$ cat config.mk
export PLATFORM = sky130hd
export DESIGN_NAME = mp3_frame_sync_scanner
export DESIGN_NICKNAME = d
export VERILOG_FILES = /design/src/rtl/mp3fs_pkg.sv /design/src/rtl/mp3_frame_sync_scanner.sv
export SDC_FILE = /design/constraint.sdc
export NUM_CORES = 1
export LEC_CHECK = 0
export BUFFER_PORTS_ARGS = -buffer_cell sky130_fd_sc_hd__buf_2
export CAP_MARGIN = 25
export CORE_MARGIN = 4
export CORE_UTILIZATION = 50
export DETAILED_ROUTE_END_ITERATION = 8
export PLACE_DENSITY = 0.78
export SYNTH_ARGS = -nofsm -noshare
export SYNTH_HDL_FRONTEND = slang
export SYNTH_SLANG_ARGS = --single-unit
$ cat constraint.sdc
create_clock -name i_clk -period 6.3 [get_ports i_clk]
set_input_delay 0 -clock i_clk [delete_from_list [all_inputs] [get_ports i_clk]]
set_output_delay 0 -clock i_clk [all_outputs]
set_load 0.02 [all_outputs]
$ cat src/rtl/mp3fs_pkg.sv
// ============================================================================
// mp3fs_pkg: shared types and tables of the Layer III frame sync scanner
// Holds the sequencer states, header field constants and the bitrate and
// sample rate lookup tables.
// ============================================================================
package mp3fs_pkg;

    localparam int OFFSET_BITS_DEF = 32;

    // Result word: 74 payload bits padded to whole bytes.
    localparam int OUT_BITS  = 74;
    localparam int OUT_W     = 80;

    localparam logic [10:0] SYNC_MASK   = 11'h7FF;
    localparam logic [1:0]  VER_MPEG1   = 2'd3;
    localparam logic [1:0]  VER_RESERVED = 2'd1;
    localparam logic [1:0]  LAYER_III   = 2'd1;
    localparam logic [3:0]  BRI_FREE    = 4'd0;
    localparam logic [3:0]  BRI_BAD     = 4'd15;
    localparam logic [1:0]  SRI_BAD     = 2'd3;

    // Coefficient times the kbps-to-bps scale (144 * 1000 and 72 * 1000).
    localparam logic [17:0] COEF_K_MPEG1 = 18'd144000;
    localparam logic [17:0] COEF_K_OTHER = 18'd72000;

    // The dividend stays below 2^26 and the quotient below 2^11.
    localparam int NUM_W     = 26;
    localparam int QUO_W     = 11;
    localparam logic [3:0] DIV_STEPS = 4'd11;
    localparam logic [10:0] HDR_BYTES = 11'd4;

    typedef enum logic [1:0] {
        ST_IDLE,
        ST_MUL,
        ST_DIV,
        ST_LOAD
    } t_state;

    function automatic logic [8:0] kbps_lookup(input logic mpeg1, input logic [3:0] bri);
        logic [8:0] v;
        if (mpeg1) begin
            case (bri)
                4'd1:    v = 9'd32;
                4'd2:    v = 9'd40;
                4'd3:    v = 9'd48;
                4'd4:    v = 9'd56;
                4'd5:    v = 9'd64;
                4'd6:    v = 9'd80;
                4'd7:    v = 9'd96;
                4'd8:    v = 9'd112;
                4'd9:    v = 9'd128;
                4'd10:   v = 9'd160;
                4'd11:   v = 9'd192;
                4'd12:   v = 9'd224;
                4'd13:   v = 9'd256;
                4'd14:   v = 9'd320;
                default: v = 9'd0;
            endcase
        end else begin
            case (bri)
                4'd1:    v = 9'd8;
                4'd2:    v = 9'd16;
                4'd3:    v = 9'd24;
                4'd4:    v = 9'd32;
                4'd5:    v = 9'd40;
                4'd6:    v = 9'd48;
                4'd7:    v = 9'd56;
                4'd8:    v = 9'd64;
                4'd9:    v = 9'd80;
                4'd10:   v = 9'd96;
                4'd11:   v = 9'd112;
                4'd12:   v = 9'd128;
                4'd13:   v = 9'd144;
                4'd14:   v = 9'd160;
                default: v = 9'd0;
            endcase
        end
        return v;
    endfunction

    function automatic logic [15:0] rate_lookup(input logic [1:0] ver, input logic [1:0] sri);
        logic [15:0] v;
        case ({ver, sri})
            4'b00_00: v = 16'd11025;
            4'b00_01: v = 16'd12000;
            4'b00_10: v = 16'd8000;
            4'b10_00: v = 16'd22050;
            4'b10_01: v = 16'd24000;
            4'b10_10: v = 16'd16000;
            4'b11_00: v = 16'd44100;
            4'b11_01: v = 16'd48000;
            4'b11_10: v = 16'd32000;
            default:  v = 16'd0;
        endcase
        return v;
    endfunction

endpackage

$ cat src/rtl/mp3_frame_sync_scanner.sv
// ============================================================================
// mp3_frame_sync_scanner: MPEG audio Layer III frame sync search
// Scans a byte stream for Layer III frame headers, reports each frame's
// offset, size and header fields, and skips over the frame body.
// ============================================================================
// The scanner takes one file byte per request on the input stream, with tlast
// marking the final byte of the file (that byte is never checked as a header
// end and it returns the window, position and skip count to their reset
// values). Ordinary bytes, body bytes being skipped and bytes that do not
// complete a valid header never hold the input off. A byte that completes a
// valid Layer III header holds the input stream off while the dividend
// coef*kbps*1000 is formed in a single multiplier, a restoring divider
// produces one quotient bit per cycle against the sample rate, and the
// result register is loaded. That last step waits while an earlier result
// is still unread. Results leave through a registered output stage, so the
// scanner keeps taking bytes while a result waits. The frame offset counter
// is OFFSET_BITS wide and wraps; the reported offset is its low 32 bits.
module mp3_frame_sync_scanner #(
    parameter int OFFSET_BITS = mp3fs_pkg::OFFSET_BITS_DEF
) (
    input  logic                       i_clk,
    input  logic                       i_rst_n,
    // Input stream.
    input  logic                       s_axis_tvalid,
    output logic                       s_axis_tready,
    input  logic [7:0]                 s_axis_tdata,   // [7:0] data_byte
    input  logic                       s_axis_tlast,   // final_byte
    // Result stream.
    output logic                       m_axis_tvalid,
    input  logic                       m_axis_tready,
    // From bit 0 up: frame_offset(32), frame_bytes(11), mpeg_version(2),
    // sample_rate_hz(16), bitrate_kbps(9), stereo_mode(2), padding_flag(1),
    // crc_absent(1), then zero fill.
    output logic [mp3fs_pkg::OUT_W-1:0] m_axis_tdata
);

    localparam int NUM_W = mp3fs_pkg::NUM_W;
    localparam int QUO_W = mp3fs_pkg::QUO_W;

    // Sequencer and scan state.
    mp3fs_pkg::t_state r_state, n_state;
    logic [23:0]            r_window, n_window;
    logic [1:0]             r_fill,   n_fill;
    logic [OFFSET_BITS-1:0] r_pos,    n_pos;
    logic [10:0]            r_skip,   n_skip;

    // Captured header fields of the frame in progress.
    logic [31:0] r_off,  n_off;
    logic [1:0]  r_ver,  n_ver;
    logic [15:0] r_rate, n_rate;
    logic [8:0]  r_kbps, n_kbps;
    logic [1:0]  r_mode, n_mode;
    logic        r_pad,  n_pad;
    logic        r_crc,  n_crc;

    // Divider registers.
    logic [15:0]      r_rem,   n_rem;
    logic [QUO_W-1:0] r_numlo, n_numlo;
    logic [QUO_W-1:0] r_quo,   n_quo;
    logic [3:0]       r_cnt,   n_cnt;

    // Output stage.
    logic                          r_out_valid, n_out_valid;
    logic [mp3fs_pkg::OUT_W-1:0]   r_out_data,  n_out_data;

    // Candidate header and its fields.
    logic [31:0] hdr;
    logic [1:0]  h_ver, h_lay, h_sri;
    logic [3:0]  h_bri;
    logic        hdr_ok;
    logic        in_fire;
    logic        out_free;

    // Datapath helpers.
    logic [17:0]            coef_k;
    logic [26:0]            product;
    logic [NUM_W-1:0]       dividend;
    logic [16:0]            trial;
    logic                   trial_ge;
    logic [10:0]            size;
    logic [OFFSET_BITS-1:0] here_off;
    logic [OFFSET_BITS+31:0] off_ext;

    assign s_axis_tready = (r_state == mp3fs_pkg::ST_IDLE);
    assign in_fire       = s_axis_tvalid && s_axis_tready;
    assign out_free      = !r_out_valid || m_axis_tready;
    assign m_axis_tvalid = r_out_valid;
    assign m_axis_tdata  = r_out_data;

    assign hdr   = {r_window, s_axis_tdata};
    assign h_ver = hdr[20:19];
    assign h_lay = hdr[18:17];
    assign h_bri = hdr[15:12];
    assign h_sri = hdr[11:10];
    assign hdr_ok = (hdr[31:21] == mp3fs_pkg::SYNC_MASK)
                 && (h_ver != mp3fs_pkg::VER_RESERVED)
                 && (h_lay == mp3fs_pkg::LAYER_III)
                 && (h_bri != mp3fs_pkg::BRI_FREE)
                 && (h_bri != mp3fs_pkg::BRI_BAD)
                 && (h_sri != mp3fs_pkg::SRI_BAD);

    // Offset of the first header byte; the wide copy lets any counter width
    // present exactly 32 bits.
    assign here_off = r_pos - OFFSET_BITS'(3);
    assign off_ext  = {32'd0, here_off};

    // Single multiplier: coef * 1000 * kbps.
    assign coef_k   = (r_ver == mp3fs_pkg::VER_MPEG1) ? mp3fs_pkg::COEF_K_MPEG1
                                                      : mp3fs_pkg::COEF_K_OTHER;
    assign product  = coef_k * r_kbps;
    assign dividend = product[NUM_W-1:0];

    // One restoring divider step: bring down the next dividend bit.
    assign trial    = {r_rem, r_numlo[QUO_W-1]};
    assign trial_ge = (trial >= {1'b0, r_rate});

    assign size = r_quo + {10'd0, r_pad};

    always_comb begin
        n_state     = r_state;
        n_window    = r_window;
        n_fill      = r_fill;
        n_pos       = r_pos;
        n_skip      = r_skip;
        n_off       = r_off;
        n_ver       = r_ver;
        n_rate      = r_rate;
        n_kbps      = r_kbps;
        n_mode      = r_mode;
        n_pad       = r_pad;
        n_crc       = r_crc;
        n_rem       = r_rem;
        n_numlo     = r_numlo;
        n_quo       = r_quo;
        n_cnt       = r_cnt;
        n_out_valid = r_out_valid;
        n_out_data  = r_out_data;

        if (r_out_valid && m_axis_tready) begin
            n_out_valid = 1'b0;
        end

        case (r_state)
            mp3fs_pkg::ST_IDLE: begin
                if (in_fire) begin
                    if (s_axis_tlast) begin
                        // End of file: window, fill, position and skip back to their reset values.
                        n_window = '0;
                        n_fill   = '0;
                        n_pos    = '0;
                        n_skip   = '0;
                    end else begin
                        n_pos = r_pos + OFFSET_BITS'(1);
                        if (r_skip != 11'd0) begin
                            n_skip = r_skip - 11'd1;
                        end else if (r_fill == 2'd3) begin
                            if (hdr_ok) begin
                                n_off    = off_ext[31:0];
                                n_ver    = h_ver;
                                n_rate   = mp3fs_pkg::rate_lookup(h_ver, h_sri);
                                n_kbps   = mp3fs_pkg::kbps_lookup(
                                               h_ver == mp3fs_pkg::VER_MPEG1, h_bri);
                                n_mode   = hdr[7:6];
                                n_pad    = hdr[9];
                                n_crc    = hdr[16];
                                n_window = '0;
                                n_fill   = '0;
                                n_state  = mp3fs_pkg::ST_MUL;
                            end else begin
                                n_window = hdr[23:0];
                            end
                        end else begin
                            n_window = {r_window[15:0], s_axis_tdata};
                            n_fill   = r_fill + 2'd1;
                        end
                    end
                end
            end
            mp3fs_pkg::ST_MUL: begin
                // The quotient fits 11 bits, so the upper dividend bits
                // already sit below the divisor.
                n_rem   = {1'b0, dividend[NUM_W-1:QUO_W]};
                n_numlo = dividend[QUO_W-1:0];
                n_quo   = '0;
                n_cnt   = '0;
                n_state = mp3fs_pkg::ST_DIV;
            end
            mp3fs_pkg::ST_DIV: begin
                n_rem   = trial_ge ? 16'(trial - {1'b0, r_rate}) : trial[15:0];
                n_numlo = {r_numlo[QUO_W-2:0], 1'b0};
                n_quo   = {r_quo[QUO_W-2:0], trial_ge};
                n_cnt   = r_cnt + 4'd1;
                if (r_cnt == mp3fs_pkg::DIV_STEPS - 4'd1) begin
                    n_state = mp3fs_pkg::ST_LOAD;
                end
            end
            mp3fs_pkg::ST_LOAD: begin
                if (out_free) begin
                    n_out_valid = 1'b1;
                    n_out_data  = {{(mp3fs_pkg::OUT_W - mp3fs_pkg::OUT_BITS){1'b0}},
                                   r_crc, r_pad, r_mode, r_kbps, r_rate, r_ver,
                                   size, r_off};
                    n_skip      = size - mp3fs_pkg::HDR_BYTES;
                    n_state     = mp3fs_pkg::ST_IDLE;
                end
            end
            default: begin
                n_state = mp3fs_pkg::ST_IDLE;
            end
        endcase
    end

    always_ff @(posedge i_clk) begin
        if (!i_rst_n) begin
            r_state     <= mp3fs_pkg::ST_IDLE;
            r_window    <= '0;
            r_fill      <= '0;
            r_pos       <= '0;
            r_skip      <= '0;
            r_cnt       <= '0;
            r_out_valid <= 1'b0;
        end else begin
            r_state     <= n_state;
            r_window    <= n_window;
            r_fill      <= n_fill;
            r_pos       <= n_pos;
            r_skip      <= n_skip;
            r_cnt       <= n_cnt;
            r_out_valid <= n_out_valid;
        end
    end

    // Payload registers need no reset.
    always_ff @(posedge i_clk) begin
        r_off      <= n_off;
        r_ver      <= n_ver;
        r_rate     <= n_rate;
        r_kbps     <= n_kbps;
        r_mode     <= n_mode;
        r_pad      <= n_pad;
        r_crc      <= n_crc;
        r_rem      <= n_rem;
        r_numlo    <= n_numlo;
        r_quo      <= n_quo;
        r_out_data <= n_out_data;
    end

    // The divider never runs past its step count.
    assert property (@(posedge i_clk) disable iff (!i_rst_n)
        (r_state == mp3fs_pkg::ST_DIV) |-> (r_cnt < mp3fs_pkg::DIV_STEPS))
        else $error("divider step count overrun");

    // A byte taken while skipping a frame body never starts a new frame.
    assert property (@(posedge i_clk) disable iff (!i_rst_n)
        (in_fire && r_skip != 11'd0) |=> (r_state == mp3fs_pkg::ST_IDLE))
        else $error("frame started inside a skipped body");

    // The window stays empty while a frame is being measured.
    assert property (@(posedge i_clk) disable iff (!i_rst_n)
        (r_state != mp3fs_pkg::ST_IDLE) |-> (r_fill == 2'd0))
        else $error("window filled during frame work");

    // Loading a result always arms a nonzero body skip.
    assert property (@(posedge i_clk) disable iff (!i_rst_n)
        (r_state == mp3fs_pkg::ST_LOAD && out_free) |=> (r_out_valid && r_skip != 11'd0))
        else $error("result loaded without body skip");

endmodule
==> impl_summary.log <==
[metrics] top post-synthesis cells by area: edfxtp_1, dfxtp_1, ha_1
[metrics] path type of the worst min-delay path: in2reg
[metrics] Worst-Margin Slew: 1.02 ns
[metrics] post-detailed-route via-to-cell ratio: roughly 5.4
[metrics] type of origin of the critical path: flop
[metrics] clock tree from TritonCTS: built
[metrics] number of distinct library cells after synthesis: just under 80
[metrics] cell area after synthesis: about 13000 µm²
[metrics] total power: ~0.0044 W
[metrics] number of setup violations in the final report: 0
[metrics] Worst Path Class, Setup: reg2reg
[metrics] final hold violations: 0
[metrics] Resized cells post-CTS: 0
[metrics] Post-Route Setup TNS: 0 ns
[metrics] setup slack after placement: roughly 1.6 ns
[metrics] routability-driven placement congestion ratio: between 0.8 and 0.9
[metrics] number of buffers inserted by post-CTS setup repair: 0
[metrics] global-route wire length before repair: 43400 µm
[metrics] maximum level of the CTS H-tree: 1
[metrics] die span in y: around 170 µm
[metrics] final worst clock skew: roughly 0.016 ns
[metrics] Post-Syn Instances: 1196
[metrics] Crit path arrival time: around 5 ns
[metrics] number of enable flip-flop cells after synthesis: 156
[metrics] initial antenna violation count: 2
[metrics] min Tclk post-route: approximately 4.7 ns
[metrics] number of iterations in the first detailed-routing pass: 5
[metrics] IO Count: 95
[metrics] half-perimeter wire length after detailed placement: 18300 µm
[metrics] outcome: finished clean
[metrics] average wire per standard cell: roughly 16 µm
[metrics] Worst IR Drop VDD: 0.188 mV
[metrics] number of buffers inserted during clock tree synthesis: 27
[metrics] Layout Nets: 1393
[metrics] number of placement rows: 58
[metrics] sequential fraction of the synthesis area: about half
[metrics] proportion of netlist area held by the largest area contributor: 36.3%
[metrics] die outline area: 28400 µm²
[metrics] yosys warns: 0
[metrics] clock transition at the registers of the reported paths: 0.06 ns
[metrics] overall die width: between 150 and 200 µm
[metrics] Most used DFF post-synth: edfxtp_1
[metrics] setup repair after global routing missed its margin: false
[metrics] total detailed-routing wirelength: between 20000 and 30000 µm
[metrics] CP endpoint kind: flop
[metrics] cell type with the largest total area after synthesis: edfxtp_1
[metrics] worst hold slack: ~0.06 ns
[metrics] share of async-settable or async-resettable flops after synthesis: 0%
[metrics] required time of the worst setup path: 6.57 ns
[metrics] number of input and output port buffers inserted: 84
[metrics] routed via count: 8905
[metrics] syn avg cell area: between 10 and 15 µm²
[metrics] P_leak: 5.82 nW
[metrics] Max Clock Freq: approximately 210 MHz
[metrics] Setup WS post-layout: around 1.6 ns
[metrics] fraction of final layout cells sized beyond drive strength 1: 14.0%
[metrics] maximum number of pins on one net before global-route repair: 54
[metrics] vias in the first global route: roughly 8.7k
[metrics] total grt overflow: 0
[metrics] Initial Util: about half
[metrics] worst-case headroom to the max-slew limit: about a third
[metrics] core region area: roughly 25000 µm²
[metrics] initial DRC count: around 510
[metrics] aggregate global-route resource usage: between 10% and 20%
[metrics] Max clock buf depth: 3
[metrics] Worst Path Max Fanout: 11
[metrics] antenna violation net count after detailed routing: 0
[metrics] CTS sink count: about 240
[metrics] number of design rule violations left after detail routing: 0
[metrics] clock latency reported for the late side of the worst-skew pair: approximately 0.54 ns
[metrics] cell at the root of the clock tree: clkbuf_16
[metrics] Layout Area Growth over Synthesis: 13.5%
[metrics] maxcap violations: 0
[metrics] power per cell area: 302 nW/µm²
[metrics] count of pins over their slew limit: 0
[metrics] Yosys reg bits: between 200 and 250
[metrics] final period utilization: around three quarters
## critical path, stage by stage, from the launching register on
cell	delay, ns
edfxtp_1	0.44
nand2_1	0.23
o21ai_0	0.50
o21bai_1	0.19
fa_1	0.52
inv_1	0.05
fa_1	0.39
ha_1	0.29
ha_1	0.35
nor2b_1	0.15
o21a_1	0.17
o21ai_0	0.38
a211oi_1	0.17
o31ai_1	0.33
xnor2_1	0.16
mux2i_1	0.09
## area by class of cell
cell class / instances / area (µm²)
diodes: 1 / 2.50
clock inverters: 19 / 210
fillers: 2153 / 10600
well taps: 330 / 413
flip-flops and latches: 243 / 6430
inverters: 80 / 300
repair buffers: 105 / 608
multi-input cells: 826 / 5930
clock buffers: 31 / 743
## power by group
group | switching [W] | internal (W) | leakage [nW]
registers | 0.0000828 | 0.00180 | 2.12
clock network | 0.000660 | 0.000984 | 0.462
logic | 0.000538 | 0.000353 | 3.24
total | 0.00128 | 0.00313 | 5.82
## final timing paths
kind	end	from	cells after the start	slack [ns]
setup / recovery	r_rem[14]$_DFFE_PP_	r_ver[0]$_DFFE_PP_	15	1.60
hold / removal	r_state[0]$_SDFFE_PN0P_	i_rst_n	3	0.06
setup reg to reg	r_rem[14]$_DFFE_PP_	r_ver[0]$_DFFE_PP_	15	1.60
hold reg to reg	m_axis_tdata[30]$_DFFE_PP_	r_off[30]$_DFFE_PP_	0	0.42
## through the flow
stage | util (%) | cells | cell area (µm²)
after floorplan | - | 1214 | 13000
after global placement | 53.7 | 1572 | 13600
after detailed placement | 53.7 | 1572 | 13600
after CTS | 57.9 | 1634 | 14600
after global routing | 57.9 | 1634 | 14600
final | 57.9 | 1635 | 14600
## cells in the final DEF (no fill, tap or decap), drive strengths merged, types with 12 or more instances in the layout
| cell type | instances |
|---|---|
| nand2 | 86 |
| a21oi | 48 |
| xnor2 | 40 |
| edfxtp | 156 |
| ha | 78 |
| nor2b | 37 |
| a22oi | 28 |
| nor2 | 88 |
| nor3 | 27 |
| fa | 19 |
| dlygate4sd3 | 12 |
| nor4 | 18 |
| mux2i | 20 |
| clkbuf | 31 |
| and3 | 21 |
| dfxtp | 87 |
| xor2 | 48 |
| nand4 | 16 |
| buf | 93 |
| conb | 20 |
| nand3 | 38 |
| and2 | 18 |
| inv | 85 |
| o21ai | 47 |
## per-layer routing
metal | vias up | share of wire (%) | GRT usage [%]
li1 | 4412 | - | -
met1 | 4255 | 44 | 24.3
met2 | 186 | 49 | 30.9
met3 | 50 | 4.6 | 2.64
met4 | 2 | 2.1 | 4.73
met5 | - | 0.027 | 0
## cell usage after synthesis, types with 22 or more instances
cell type and instances:
o21ai_0 46, nor3_1 22, edfxtp_1 156, xor2_1 48
xnor2_1 40, nand2_1 85, a21oi_1 48, clkbuf_1 40
nand3_1 36, inv_1 78, a22oi_1 28, nor2b_1 37
dfxtp_1 87, nor2_1 88, ha_1 78
## registers in the layout (all words and copies together) (netlist names), 2 cells and up, named ones only
name / count
m_axis_tdata: 69
r_off: 32
r_pos: 32
r_window: 24
r_rem: 16
r_rate: 14
r_quo: 11
r_skip: 11
r_kbps: 6
r_cnt: 4
r_fill: 2
r_mode: 2
r_numlo: 2
r_state: 2
r_ver: 2
## cells by family (layout without fill, tap and decap cells)
group,after synthesis,in the layout,synth area share (%)
other cells,2,21,0.0583
fa+ha+maj,97,97,10.5
compound gates,193,193,9.81
mux,27,27,2.17
xor+xnor,88,88,5.98
simple gates,401,401,16.9
flops,243,243,49.9
buf+inv,145,235,4.75
## what timing repair did
action,4_1_cts,5_1_grt
hold endpoints to repair,22,0
setup endpoints to repair,0,0
hold buffers,12,0
(Power assumes the default switching activity.)
